$ cat config.mk
export PLATFORM = sky130hd
export DESIGN_NAME = sph_density_pressure_accumulator_core
export DESIGN_NICKNAME = d
export VERILOG_FILES = /design/src/rtl/sphdp_pkg.sv /design/src/rtl/sph_density_pressure_accumulator_core.sv /design/src/rtl/sphdp_serial_mul.sv /design/src/rtl/sphdp_serial_sqrt.sv
export SDC_FILE = /design/constraint.sdc
export NUM_CORES = 2
export LEC_CHECK = 0
export BUFFER_PORTS_ARGS = -buffer_cell sky130_fd_sc_hd__buf_2
export CAP_MARGIN = 20
export CORE_MARGIN = 3
export CORE_UTILIZATION = 45
export CTS_CLUSTER_SIZE = 8
export DETAILED_ROUTE_END_ITERATION = 12
export PLACE_DENSITY_LB_ADDON = 0.1
export SLEW_MARGIN = 10
export SYNTH_ARGS = -nofsm -noshare
export SYNTH_HDL_FRONTEND = slang
export SYNTH_SLANG_ARGS = --single-unit
$ cat constraint.sdc
create_clock -name i_clk -period 9.4 [get_ports i_clk]
set_input_delay 0.47 -clock i_clk [delete_from_list [all_inputs] [get_ports i_clk]]
set_output_delay 0.47 -clock i_clk [all_outputs]
set_load 0.05 [all_outputs]
$ cat src/rtl/sphdp_pkg.sv
// Shared types, constants and codes for the SPH density and pressure accumulator.
`timescale 1ns / 1ps
package sphdp_pkg;

    localparam int POS_FRAC_BITS_DEF = 4;

    // shared shift-add multiplier geometry
    localparam int MUL_AW = 64;
    localparam int MUL_BW = 48;
    localparam int MUL_PW = MUL_AW + MUL_BW;
    localparam int MUL_NW = 6;

    localparam logic [24:0] Q24_ONE  = 25'h100_0000;
    localparam logic [24:0] Q24_HALF = 25'h080_0000;
    localparam logic [63:0] Q44_ONE  = 64'h0000_1000_0000_0000;

    localparam logic [14:0] DEF_SMOOTHING_RADIUS   = 15'd560;
    localparam logic [23:0] DEF_INV_SMOOTHING      = 24'd479349;
    localparam logic [47:0] DEF_CUBIC_NORM         = 48'd0;
    localparam logic [47:0] DEF_SPIKY3_NORM        = 48'd0;
    localparam logic [15:0] DEF_PARTICLE_MASS      = 16'd256;
    localparam logic [31:0] DEF_INV_TARGET_DENSITY = 32'd268435456;
    localparam logic [31:0] DEF_PRESSURE_GAIN      = 32'd65536;
    localparam logic [31:0] DEF_NEAR_PRESSURE_GAIN = 32'd65536;

    typedef enum logic [2:0] {
        CFG_SMOOTHING_RADIUS   = 3'd0,
        CFG_INV_SMOOTHING      = 3'd1,
        CFG_CUBIC_NORM         = 3'd2,
        CFG_SPIKY3_NORM        = 3'd3,
        CFG_PARTICLE_MASS      = 3'd4,
        CFG_INV_TARGET_DENSITY = 3'd5,
        CFG_PRESSURE_GAIN      = 3'd6,
        CFG_NEAR_PRESSURE_GAIN = 3'd7
    } t_cfg_reg;

    typedef enum logic [4:0] {
        ST_IDLE,
        ST_AX,
        ST_AY,
        ST_HH,
        ST_SQRT,
        ST_Q,
        ST_W1,
        ST_W2,
        ST_MW,
        ST_DT,
        ST_VV,
        ST_T1,
        ST_T2,
        ST_NT,
        ST_END,
        ST_X,
        ST_P,
        ST_NP,
        ST_OUT
    } t_state;

    typedef struct packed {
        logic              start;
        logic [MUL_AW-1:0] a;
        logic [MUL_BW-1:0] b;
        logic [MUL_NW-1:0] n;
    } t_mul_cmd;

endpackage

$ cat src/rtl/sph_density_pressure_accumulator_core.sv
// SPH density / near-density accumulator top level with sequencer and result register.
// Input channel (i_valid/o_ready): one neighbour offset per transaction, the particle
// itself included; i_last_neighbour closes the particle. Static neighbours and those
// outside the smoothing radius add nothing.
// Output channel (o_valid/i_ready): one transaction per particle with density,
// pressure and near pressure in Q16.16, and a saturation flag.
// Config channel (i_cfg_valid/o_cfg_ready): always ready; write only while idle.
// A static neighbour skips the arithmetic; one outside the radius stops after the three
// distance products; a contributing one runs through the shared bit-serial multiplier
// (one multiplier bit per cycle, 12 products) and the bit-serial square root. The last
// neighbour adds the three pressure products. One neighbour is in work at a time.
// Reset loads the default register values and clears the sums and the output valid flag.
// A stalled receiver holds the result register; the next particle still accumulates
// and waits only when its own result is ready to load.
`timescale 1ns / 1ps
module sph_density_pressure_accumulator_core import sphdp_pkg::*; #(
    parameter int POS_FRAC_BITS = POS_FRAC_BITS_DEF
) (
    input  logic               i_clk,
    input  logic               i_rst_n,
    input  logic               i_valid,
    output logic               o_ready,
    input  logic signed [15:0] i_delta_x,
    input  logic signed [15:0] i_delta_y,
    input  logic               i_neighbour_static,
    input  logic               i_last_neighbour,
    output logic               o_valid,
    input  logic               i_ready,
    output logic [31:0]        o_density,
    output logic [31:0]        o_pressure,
    output logic [31:0]        o_near_pressure,
    output logic               o_saturated,
    input  logic               i_cfg_valid,
    output logic               o_cfg_ready,
    input  logic [2:0]         i_cfg_index,
    input  logic [47:0]        i_cfg_data
);

    localparam int DW    = 23 - POS_FRAC_BITS;
    localparam int SW    = 2 * DW;
    localparam int QW    = DW + 16;
    localparam int SQ_SH = 16 - 2 * POS_FRAC_BITS;
    localparam int HQ_SH = 8 - POS_FRAC_BITS;

    // configuration
    logic [14:0] r_h;
    logic [23:0] r_inv_h;
    logic [47:0] r_cubic;
    logic [47:0] r_spiky;
    logic [15:0] r_mass;
    logic [31:0] r_itd;
    logic [31:0] r_pg;
    logic [31:0] r_npg;

    t_state r_state, n_state;
    logic   r_wait, n_wait;
    logic signed [15:0] r_dx, r_dy;
    logic   r_static, r_last;
    logic [31:0]   r_r2, n_r2;
    logic [DW-1:0] r_d, n_d;
    logic [QW-1:0] r_q, n_q;
    logic [63:0]   r_t, n_t;
    logic [24:0]   r_w, n_w;
    logic [31:0]   r_dens, n_dens;
    logic [31:0]   r_near, n_near;
    logic          r_ovf, n_ovf;
    logic          r_hit, n_hit;
    logic [31:0]   r_pres, n_pres;
    logic [31:0]   r_np, n_np;

    logic        r_ov_valid;
    logic [31:0] r_o_dens, r_o_pres, r_o_np;
    logic        r_o_sat;

    t_mul_cmd          w_cmd;
    logic              w_mul_done;
    logic [MUL_PW-1:0] w_prod;
    logic              w_sq_start;
    logic              w_sq_done;
    logic [DW-1:0]     w_root;
    logic [SW-1:0]     w_sq_in;
    logic              w_out_load;
    logic              w_is_mul;
    logic              w_step;
    logic [15:0]       w_ax, w_ay;
    logic [DW-1:0]     w_hq, w_v;
    logic [QW-1:0]     w_omq;
    logic [23:0]       w_a1;
    logic [24:0]       w_y;
    logic [32:0]       w_sum;
    logic [31:0]       w_term;
    logic              w_term_hit;

    sphdp_serial_mul u_mul (
        .i_clk   (i_clk),
        .i_rst_n (i_rst_n),
        .i_cmd   (w_cmd),
        .o_done  (w_mul_done),
        .o_prod  (w_prod)
    );

    sphdp_serial_sqrt #(.RW(DW)) u_sqrt (
        .i_clk   (i_clk),
        .i_rst_n (i_rst_n),
        .i_start (w_sq_start),
        .i_val   (w_sq_in),
        .o_done  (w_sq_done),
        .o_root  (w_root)
    );

    always_comb begin
        w_ax    = r_dx[15] ? 16'(-r_dx) : 16'(r_dx);
        w_ay    = r_dy[15] ? 16'(-r_dy) : 16'(r_dy);
        w_hq    = DW'(32'(r_h) << HQ_SH);
        w_v     = (w_hq > r_d) ? (w_hq - r_d) : '0;
        w_omq   = QW'(Q24_ONE) - r_q;
        w_a1    = (r_q <= QW'(Q24_HALF)) ? 24'(r_q) : w_omq[23:0];
        w_sq_in = SW'(64'(r_r2) << SQ_SH);
        w_y     = w_prod[48:24];
    end

    assign o_cfg_ready = 1'b1;

    always_ff @(posedge i_clk) begin
        if (!i_rst_n) begin
            r_h     <= DEF_SMOOTHING_RADIUS;
            r_inv_h <= DEF_INV_SMOOTHING;
            r_cubic <= DEF_CUBIC_NORM;
            r_spiky <= DEF_SPIKY3_NORM;
            r_mass  <= DEF_PARTICLE_MASS;
            r_itd   <= DEF_INV_TARGET_DENSITY;
            r_pg    <= DEF_PRESSURE_GAIN;
            r_npg   <= DEF_NEAR_PRESSURE_GAIN;
        end else if (i_cfg_valid) begin
            unique case (t_cfg_reg'(i_cfg_index))
                CFG_SMOOTHING_RADIUS:   r_h     <= i_cfg_data[14:0];
                CFG_INV_SMOOTHING:      r_inv_h <= i_cfg_data[23:0];
                CFG_CUBIC_NORM:         r_cubic <= i_cfg_data;
                CFG_SPIKY3_NORM:        r_spiky <= i_cfg_data;
                CFG_PARTICLE_MASS:      r_mass  <= i_cfg_data[15:0];
                CFG_INV_TARGET_DENSITY: r_itd   <= i_cfg_data[31:0];
                CFG_PRESSURE_GAIN:      r_pg    <= i_cfg_data[31:0];
                CFG_NEAR_PRESSURE_GAIN: r_npg   <= i_cfg_data[31:0];
                default: ;
            endcase
        end
    end

    always_comb begin
        n_state = r_state;
        n_wait  = r_wait;
        n_r2    = r_r2;
        n_d     = r_d;
        n_q     = r_q;
        n_t     = r_t;
        n_w     = r_w;
        n_dens  = r_dens;
        n_near  = r_near;
        n_ovf   = r_ovf;
        n_hit   = r_hit;
        n_pres  = r_pres;
        n_np    = r_np;
        w_cmd   = '0;
        o_ready = 1'b0;
        w_out_load = 1'b0;
        w_sum      = '0;
        w_term     = '0;
        w_term_hit = 1'b0;

        w_is_mul = (r_state != ST_IDLE) && (r_state != ST_SQRT) &&
                   (r_state != ST_END) && (r_state != ST_OUT);
        w_sq_start = (r_state == ST_SQRT) && !r_wait;
        w_cmd.start = w_is_mul && !r_wait;
        w_step = r_wait && (w_is_mul ? w_mul_done : w_sq_done);
        if (w_is_mul || (r_state == ST_SQRT)) begin
            if (!r_wait) begin
                n_wait = 1'b1;
            end else if (w_step) begin
                n_wait = 1'b0;
            end
        end

        unique case (r_state)
            ST_IDLE: begin
                o_ready = 1'b1;
                if (i_valid) begin
                    n_state = i_neighbour_static ? ST_END : ST_AX;
                end
            end
            ST_AX: begin
                w_cmd.a = 64'(w_ax);
                w_cmd.b = 48'(w_ax);
                w_cmd.n = MUL_NW'(16);
                if (w_step) begin
                    n_r2    = w_prod[31:0];
                    n_state = ST_AY;
                end
            end
            ST_AY: begin
                w_cmd.a = 64'(w_ay);
                w_cmd.b = 48'(w_ay);
                w_cmd.n = MUL_NW'(16);
                if (w_step) begin
                    n_r2    = r_r2 + w_prod[31:0];
                    n_state = ST_HH;
                end
            end
            ST_HH: begin
                w_cmd.a = 64'(r_h);
                w_cmd.b = 48'(r_h);
                w_cmd.n = MUL_NW'(15);
                if (w_step) begin
                    n_state = (r_r2 > w_prod[31:0]) ? ST_END : ST_SQRT;
                end
            end
            ST_SQRT: begin
                if (w_step) begin
                    n_d     = w_root;
                    n_state = ST_Q;
                end
            end
            ST_Q: begin
                w_cmd.a = 64'(r_inv_h);
                w_cmd.b = 48'(r_d);
                w_cmd.n = MUL_NW'(DW);
                if (w_step) begin
                    n_q     = w_prod[QW+7:8];
                    n_state = ST_W1;
                end
            end
            ST_W1: begin
                // q squared near the center, (1 - q) squared in the outer half
                w_cmd.a = 64'(w_a1);
                w_cmd.b = 48'(w_a1);
                w_cmd.n = MUL_NW'(24);
                if (w_step) begin
                    n_t     = 64'(w_prod[71:24]);
                    n_state = ST_W2;
                end
            end
            ST_W2: begin
                w_cmd.a = 64'(w_omq[24:0]);
                w_cmd.b = r_t[47:0];
                w_cmd.n = MUL_NW'(24);
                if (w_step) begin
                    if (r_q > QW'(Q24_ONE)) begin
                        n_w = '0;
                    end else if (r_q <= QW'(Q24_HALF)) begin
                        n_w = Q24_ONE - ((w_y << 2) + (w_y << 1));
                    end else begin
                        n_w = w_y << 1;
                    end
                    n_state = ST_MW;
                end
            end
            ST_MW: begin
                w_cmd.a = 64'(r_mass);
                w_cmd.b = 48'(r_w);
                w_cmd.n = MUL_NW'(25);
                if (w_step) begin
                    n_t     = w_prod[63:0];
                    n_state = ST_DT;
                end
            end
            ST_DT: begin
                w_cmd.a = 64'(r_cubic);
                w_cmd.b = r_t[47:0];
                w_cmd.n = MUL_NW'(41);
                if (w_step) begin
                    w_term_hit = |w_prod[111:96];
                    w_term     = w_term_hit ? '1 : w_prod[95:64];
                    w_sum      = {1'b0, r_dens} + {1'b0, w_term};
                    n_dens     = w_sum[32] ? '1 : w_sum[31:0];
                    n_ovf      = r_ovf | w_term_hit | w_sum[32];
                    n_state    = ST_VV;
                end
            end
            ST_VV: begin
                w_cmd.a = 64'(w_v);
                w_cmd.b = 48'(w_v);
                w_cmd.n = MUL_NW'(DW);
                if (w_step) begin
                    n_t     = w_prod[63:0];
                    n_state = ST_T1;
                end
            end
            ST_T1: begin
                w_cmd.a = 64'(r_spiky);
                w_cmd.b = r_t[47:0];
                w_cmd.n = MUL_NW'(SW);
                if (w_step) begin
                    n_t     = (|w_prod[111:88]) ? '1 : w_prod[87:24];
                    n_state = ST_T2;
                end
            end
            ST_T2: begin
                w_cmd.a = r_t;
                w_cmd.b = 48'(w_v);
                w_cmd.n = MUL_NW'(DW);
                if (w_step) begin
                    n_t     = (|w_prod[111:72]) ? '1 : w_prod[71:8];
                    n_state = ST_NT;
                end
            end
            ST_NT: begin
                w_cmd.a = r_t;
                w_cmd.b = 48'(r_mass);
                w_cmd.n = MUL_NW'(16);
                if (w_step) begin
                    w_term_hit = |w_prod[111:64];
                    w_term     = w_term_hit ? '1 : w_prod[63:32];
                    w_sum      = {1'b0, r_near} + {1'b0, w_term};
                    n_near     = w_sum[32] ? '1 : w_sum[31:0];
                    n_ovf      = r_ovf | w_term_hit | w_sum[32];
                    n_state    = ST_END;
                end
            end
            ST_END: begin
                n_state = r_last ? ST_X : ST_IDLE;
            end
            ST_X: begin
                w_cmd.a = 64'(r_dens);
                w_cmd.b = 48'(r_itd);
                w_cmd.n = MUL_NW'(32);
                if (w_step) begin
                    n_t     = w_prod[63:0];
                    n_state = ST_P;
                end
            end
            ST_P: begin
                w_cmd.a = r_t - Q44_ONE;
                w_cmd.b = 48'(r_pg);
                w_cmd.n = MUL_NW'(32);
                if (w_step) begin
                    if (r_t > Q44_ONE) begin
                        n_hit  = r_hit | (|w_prod[111:76]);
                        n_pres = (|w_prod[111:76]) ? '1 : w_prod[75:44];
                    end else begin
                        n_pres = '0;
                    end
                    n_state = ST_NP;
                end
            end
            ST_NP: begin
                w_cmd.a = 64'(r_near);
                w_cmd.b = 48'(r_npg);
                w_cmd.n = MUL_NW'(32);
                if (w_step) begin
                    n_hit   = r_hit | (|w_prod[111:48]);
                    n_np    = (|w_prod[111:48]) ? '1 : w_prod[47:16];
                    n_state = ST_OUT;
                end
            end
            ST_OUT: begin
                // hold until the result register is free
                if (!r_ov_valid || i_ready) begin
                    w_out_load = 1'b1;
                    n_dens     = '0;
                    n_near     = '0;
                    n_ovf      = 1'b0;
                    n_hit      = 1'b0;
                    n_state    = ST_IDLE;
                end
            end
            default: n_state = ST_IDLE;
        endcase
    end

    always_ff @(posedge i_clk) begin
        if (!i_rst_n) begin
            r_state    <= ST_IDLE;
            r_wait     <= 1'b0;
            r_dens     <= '0;
            r_near     <= '0;
            r_ovf      <= 1'b0;
            r_hit      <= 1'b0;
            r_ov_valid <= 1'b0;
        end else begin
            r_state <= n_state;
            r_wait  <= n_wait;
            r_dens  <= n_dens;
            r_near  <= n_near;
            r_ovf   <= n_ovf;
            r_hit   <= n_hit;
            if (w_out_load) begin
                r_ov_valid <= 1'b1;
            end else if (i_ready) begin
                r_ov_valid <= 1'b0;
            end
        end
    end

    always_ff @(posedge i_clk) begin
        r_r2   <= n_r2;
        r_d    <= n_d;
        r_q    <= n_q;
        r_t    <= n_t;
        r_w    <= n_w;
        r_pres <= n_pres;
        r_np   <= n_np;
        if (o_ready && i_valid) begin
            r_dx     <= i_delta_x;
            r_dy     <= i_delta_y;
            r_static <= i_neighbour_static;
            r_last   <= i_last_neighbour;
        end
        if (w_out_load) begin
            r_o_dens <= r_dens;
            r_o_pres <= r_pres;
            r_o_np   <= r_np;
            r_o_sat  <= r_ovf | r_hit;
        end
    end

    assign o_valid         = r_ov_valid;
    assign o_density       = r_o_dens;
    assign o_pressure      = r_o_pres;
    assign o_near_pressure = r_o_np;
    assign o_saturated     = r_o_sat;

`ifndef NO_ASSERTIONS
    a_idle_no_product: assert property (@(posedge i_clk) disable iff (!i_rst_n)
        (r_state == ST_IDLE) |-> (!w_mul_done && !w_sq_done && !r_wait))
        else $error("unit finished while sequencer idle");

    a_sums_cleared: assert property (@(posedge i_clk) disable iff (!i_rst_n)
        w_out_load |=> (r_dens == '0 && r_near == '0 && !r_ovf && !r_hit))
        else $error("sums not cleared after result load");

    a_static_skips: assert property (@(posedge i_clk) disable iff (!i_rst_n)
        (r_state == ST_AX) |-> !r_static)
        else $error("static neighbour entered the arithmetic sequence");
`endif

endmodule

$ cat src/rtl/sphdp_serial_mul.sv
// Bit-serial shift-add multiplier, one multiplier bit per cycle.
`timescale 1ns / 1ps
module sphdp_serial_mul import sphdp_pkg::*; (
    input  logic              i_clk,
    input  logic              i_rst_n,
    input  t_mul_cmd          i_cmd,
    output logic              o_done,
    output logic [MUL_PW-1:0] o_prod
);

    logic [MUL_AW-1:0] r_a;
    logic [MUL_AW-1:0] r_acc;
    logic [MUL_BW-1:0] r_lo;
    logic [MUL_NW-1:0] r_cnt;
    logic [MUL_NW-1:0] r_shift;
    logic              r_busy;
    logic              r_done;
    logic [MUL_AW:0]   w_sum;
    logic [MUL_BW-1:0] w_mask;

    always_comb begin
        w_sum  = {1'b0, r_acc} + (r_lo[0] ? {1'b0, r_a} : '0);
        w_mask = (MUL_BW'(1) << i_cmd.n) - MUL_BW'(1);
    end

    always_ff @(posedge i_clk) begin
        if (!i_rst_n) begin
            r_busy <= 1'b0;
            r_done <= 1'b0;
            r_cnt  <= '0;
        end else begin
            r_done <= 1'b0;
            if (i_cmd.start) begin
                r_busy <= 1'b1;
                r_cnt  <= i_cmd.n;
            end else if (r_busy) begin
                r_cnt <= r_cnt - MUL_NW'(1);
                if (r_cnt == MUL_NW'(1)) begin
                    r_busy <= 1'b0;
                    r_done <= 1'b1;
                end
            end
        end
    end

    always_ff @(posedge i_clk) begin
        if (i_cmd.start) begin
            r_a     <= i_cmd.a;
            r_acc   <= '0;
            r_lo    <= i_cmd.b & w_mask;
            r_shift <= MUL_NW'(MUL_BW) - i_cmd.n;
        end else if (r_busy) begin
            r_acc <= w_sum[MUL_AW:1];
            r_lo  <= {w_sum[0], r_lo[MUL_BW-1:1]};
        end
    end

    // low product bits sit above the unused multiplier bits
    assign o_prod = {r_acc, r_lo} >> r_shift;
    assign o_done = r_done;

endmodule

$ cat src/rtl/sphdp_serial_sqrt.sv
// Bit-serial restoring integer square root, one root bit per cycle.
`timescale 1ns / 1ps
module sphdp_serial_sqrt #(
    parameter int RW = 19
) (
    input  logic            i_clk,
    input  logic            i_rst_n,
    input  logic            i_start,
    input  logic [2*RW-1:0] i_val,
    output logic            o_done,
    output logic [RW-1:0]   o_root
);

    localparam int CW = $clog2(RW + 1);

    logic [2*RW-1:0] r_val;
    logic [RW+1:0]   r_rem;
    logic [RW-1:0]   r_root;
    logic [CW-1:0]   r_cnt;
    logic            r_busy;
    logic            r_done;
    logic [RW+1:0]   w_rem_sh;
    logic [RW+1:0]   w_trial;
    logic            w_ge;

    always_comb begin
        w_rem_sh = {r_rem[RW-1:0], r_val[2*RW-1:2*RW-2]};
        w_trial  = {r_root, 2'b01};
        w_ge     = (w_rem_sh >= w_trial);
    end

    always_ff @(posedge i_clk) begin
        if (!i_rst_n) begin
            r_busy <= 1'b0;
            r_done <= 1'b0;
            r_cnt  <= '0;
        end else begin
            r_done <= 1'b0;
            if (i_start) begin
                r_busy <= 1'b1;
                r_cnt  <= CW'(RW);
            end else if (r_busy) begin
                r_cnt <= r_cnt - CW'(1);
                if (r_cnt == CW'(1)) begin
                    r_busy <= 1'b0;
                    r_done <= 1'b1;
                end
            end
        end
    end

    always_ff @(posedge i_clk) begin
        if (i_start) begin
            r_val  <= i_val;
            r_rem  <= '0;
            r_root <= '0;
        end else if (r_busy) begin
            r_val  <= r_val << 2;
            r_rem  <= w_ge ? (w_rem_sh - w_trial) : w_rem_sh;
            r_root <= {r_root[RW-2:0], w_ge};
        end
    end

    assign o_root = r_root;
    assign o_done = r_done;

endmodule
==> impl_metrics.env <==
export IMPL_outcome="completed"
export IMPL_synth_largest_area_cell="edfxtp_1"
export IMPL_synthMuxAreaShare=0.08247
export IMPL_syn_nets=7264
export IMPL_crit_path_end_kind="flip-flop"
export IMPL_dr_total_vias=56970
export IMPL_remaining_drc_errors=0
export IMPL_synthArstFlopShare=0
export IMPL_synth_area_um2=60870
export IMPL_nets=7365
export IMPL_grt_max_degree=106
export IMPL_path_class="flip-flop to flip-flop"
export IMPL_crit_arrival_ps=9060
export IMPL_fill_cells=12710
export IMPL_timing_critical_path_buf_inv=4
export IMPL_rsz0062_at_grt="false"
export IMPL_cpMostUsedCell="o21ai_0"
export IMPL_grt_usage=0.3671
export IMPL_hold_class="input port to flip-flop"
export IMPL_die_area_um2=139700
export IMPL_antenna_found_initial=31
export IMPL_instances_no_fill=8856
export IMPL_hold_depth=3
export IMPL_path_delay_family="compound AO/OA/AOI/OAI gates"
export IMPL_synthSimpleGateAreaFrac=0.1723
export IMPL_cts_repair_resized=0
export IMPL_fmax_mhz=117.1
export IMPL_drt_iter0_drc=7630
export IMPL_synth_top_family_by_area="compound AO/OA/AOI/OAI gates"
export IMPL_dieHeight_um=373.8
export IMPL_required_ps=9920
export IMPL_reg2reg_to="r_w[23]"
export IMPL_grt_pass1_vias=53410
export IMPL_wl_mm=265.5
export IMPL_worst_r2r_path_depth=23
export IMPL_port_buffers=188
export IMPL_cts_root_buf="clkbuf_16"
export IMPL_fin_crit_ps=8538
export IMPL_drv_cap=0
export IMPL_drive_gt1_frac=0.1069
export IMPL_synthTopCellsByArea="edfxtp_1, dfxtp_1, nand2_1, a21oi_1, ha_1"
export IMPL_ys_ff_latch=953
export IMPL_power_leakage_nw=26.68
export IMPL_finalHoldViolCount=0
export IMPL_cp_max_fo=85
export IMPL_startpoint_type="flip-flop"
export IMPL_dr_pass1_iters=13
export IMPL_synthFlopType="edfxtp_1"
export IMPL_clkSinkCount=953
export IMPL_syn_inst=6870
export IMPL_layout_commonest_cell="nand2_1"
export IMPL_setup_violations=0
export IMPL_tns_ps=0
export IMPL_insertion_delay_ps=800
export IMPL_path_cells="buf_12 > buf_4 > inv_1 > mux4_2 > mux2i_1 > a221o_1 > inv_1 > ha_1 > ha_1 > nor2b_1 > o21ai_0 > a21boi_0 > o21ai_0 > nand2b_1 > a21oi_1 > o21ai_0 > a311oi_1 > nor3_1 > a211oi_1 > o41ai_1 > xor2_1 > a21oi_1 > nor2_1"
export IMPL_syn_to_final_growth_pct=12.65
export IMPL_synthXorXnorAreaFrac=0.03957
export IMPL_cts_buffers=140
export IMPL_final_cell_mix="nand2_1, a21oi_1, edfxtp_1, nor2_1, dfxtp_1"
export IMPL_min_to="r_npg[9]"
export IMPL_yosys_area_top_type_share=0.2546
export IMPL_fin_crit_sh=0.9083
export IMPL_skew_ps=33.96
export IMPL_yosysWarnings=0
export IMPL_synth_compound_area_frac=0.2001
export IMPL_dp_cells=8533
export IMPL_core_area_um2=134000
export IMPL_r2r_slack_ps=860
export IMPL_globalplace_congestion=1.010
export IMPL_worst_path_max_delay_cell="a221o_1"
export IMPL_finalWorstSetupSlack_ps=861.8
export IMPL_slew_headroom=0.1233
export IMPL_synthAdderAreaFrac=0.06315
export IMPL_worstMarginPinSlew_ps=1306
export IMPL_fp_row_count=134
export IMPL_final_max_slew_viol_count=0
export IMPL_vias_per_cell=6.433
export IMPL_min_from="i_cfg_data[9]"
export IMPL_overflow=0
export IMPL_fin_area_um2=68570
export IMPL_dpl_cell_area_um2=63670
export IMPL_synth_cell_types=94
export IMPL_post_synth_cell_area_avg_um2=8.860
export IMPL_cts_tree="done"
export IMPL_ant_nets=0
export IMPL_clkSlewWorstSetupHoldPaths_ps=50
export IMPL_grt_pass1_wl_mm=378.3
export IMPL_synth_seq_area_share=0.3983
export IMPL_synth_edf_count=516
export IMPL_start_util=0.4544
export IMPL_die_w_um=373.8
export IMPL_ioPinCount=190
export IMPL_peakVddDrop_mv=0.2956
export IMPL_htree_levels=4
export IMPL_wl_per_cell_um=29.97
export IMPL_dp_hpwl_mm=195.1
export IMPL_place_ws_ps=1167
export IMPL_cts_buffer_depth=3
export IMPL_cpPeakStageDelay_ps=770
export IMPL_power_density_nw_per_um2=432.1
export IMPL_final_core_util=0.5118
export IMPL_reg2reg_from="u_mul.r_shift[1]"
## area by class of cell
type                            count  area (µm²)  share of cell area
Antenna cell                       18       45.04           0.0006569
Multi-Input combinational cell   5242       34190              0.4986
Clock inverter                     16       311.5            0.004544
Clock buffer                      225        3884             0.05664
Inverter                          222       849.6             0.01239
Tap cell                         1768        2212             0.03226
Timing Repair Buffer              412        2828             0.04124
Sequential cell                   953       24250              0.3537
## worst max path at each step
| stage | start | cells after the start | endpoint |
|---|---|---|---|
| after CTS | u_mul.r_shift[1] | 23 | r_w[23] |
| after global placement | u_mul.r_shift[1] | 23 | r_w[23] |
| after detailed placement | u_mul.r_shift[1] | 23 | r_w[23] |
| final | u_mul.r_shift[1] | 23 | r_w[23] |
| after floorplan | u_mul.r_shift[0] | 30 | r_near[10] |
| after global routing | u_mul.r_shift[0] | 30 | r_near[29] |
## cell families (layout without fill, tap and decap cells)
| logic type | Yosys count | in the layout |
|---|---|---|
| xor gates and xnor gates | 275 | 275 |
| other | 1 | 19 |
| and+or+nand+nor | 2372 | 2372 |
| buffers and inverters | 675 | 875 |
| adders and majority gates | 305 | 305 |
| AOI/OAI and AO/OA | 1932 | 1932 |
| DFF | 953 | 953 |
| muxes | 357 | 357 |
## report_power, final
| group | internal (mW) | switching (mW) | total [mW] |
|---|---|---|---|
| Sequential | 5.44 | 0.654 | 6.09 |
| Combinational | 6.39 | 12.3 | 18.7 |
| Clock | 2.84 | 2.03 | 4.87 |
## what timing repair did
item                                   in CTS  in global routing
hold buffers                               61                  0
buffers inserted                            0                  0
endpoints found under the hold margin     127                  0
## synthesized netlist by cell type (all sizes together), types with 49 or more instances
master,n
ha,300
xor2,126
nand2b,75
a222oi,72
o22ai,67
edfxtp,516
a311oi,52
and2,85
a21oi,759
a22oi,90
or3,90
nand3,115
nor2b,49
inv,220
nand2,1182
buf,113
o21ai,359
mux2,53
nor2,498
nand4,54
mux4,110
a21o,108
mux2i,194
dfxtp,437
clkbuf,340
a211oi,62
nor3,89
xnor2,149
## per-stage QoR
step	power, mW	hold WS [ps]
floorplan	17.85	400.3
global placement	24.06	403.7
detailed placement	24.12	404.5
CTS	29.12	1.802
global route	31.10	17.45
finish	29.63	37.16
## state kept, by name, summed over array words and instances, names as in the netlist, 35 cells and up
signal       flops
r_q             35
r_spiky         48
r_cubic         48
u_mul.r_lo      48
u_mul.r_acc     64
u_mul.r_a       64
r_t             64
## tightest hold or removal path, cell delays in order
cell and delay [ps]:
buf_2 170, nand2_1 80, a21oi_1 50
## layer usage
| layer | vias up | global-route usage | share of wire |
|---|---|---|---|
| met3 | 792 | 0.08625 | 0.098 |
| met5 | - | 0 | 0.00045 |
| li1 | 25330 | - | - |
| met1 | 27550 | 0.4563 | 0.38 |
| met2 | 3274 | 0.5746 | 0.45 |
| met4 | 18 | 0.2338 | 0.077 |
No activity file was read; power rests on OpenSTA's default activity.
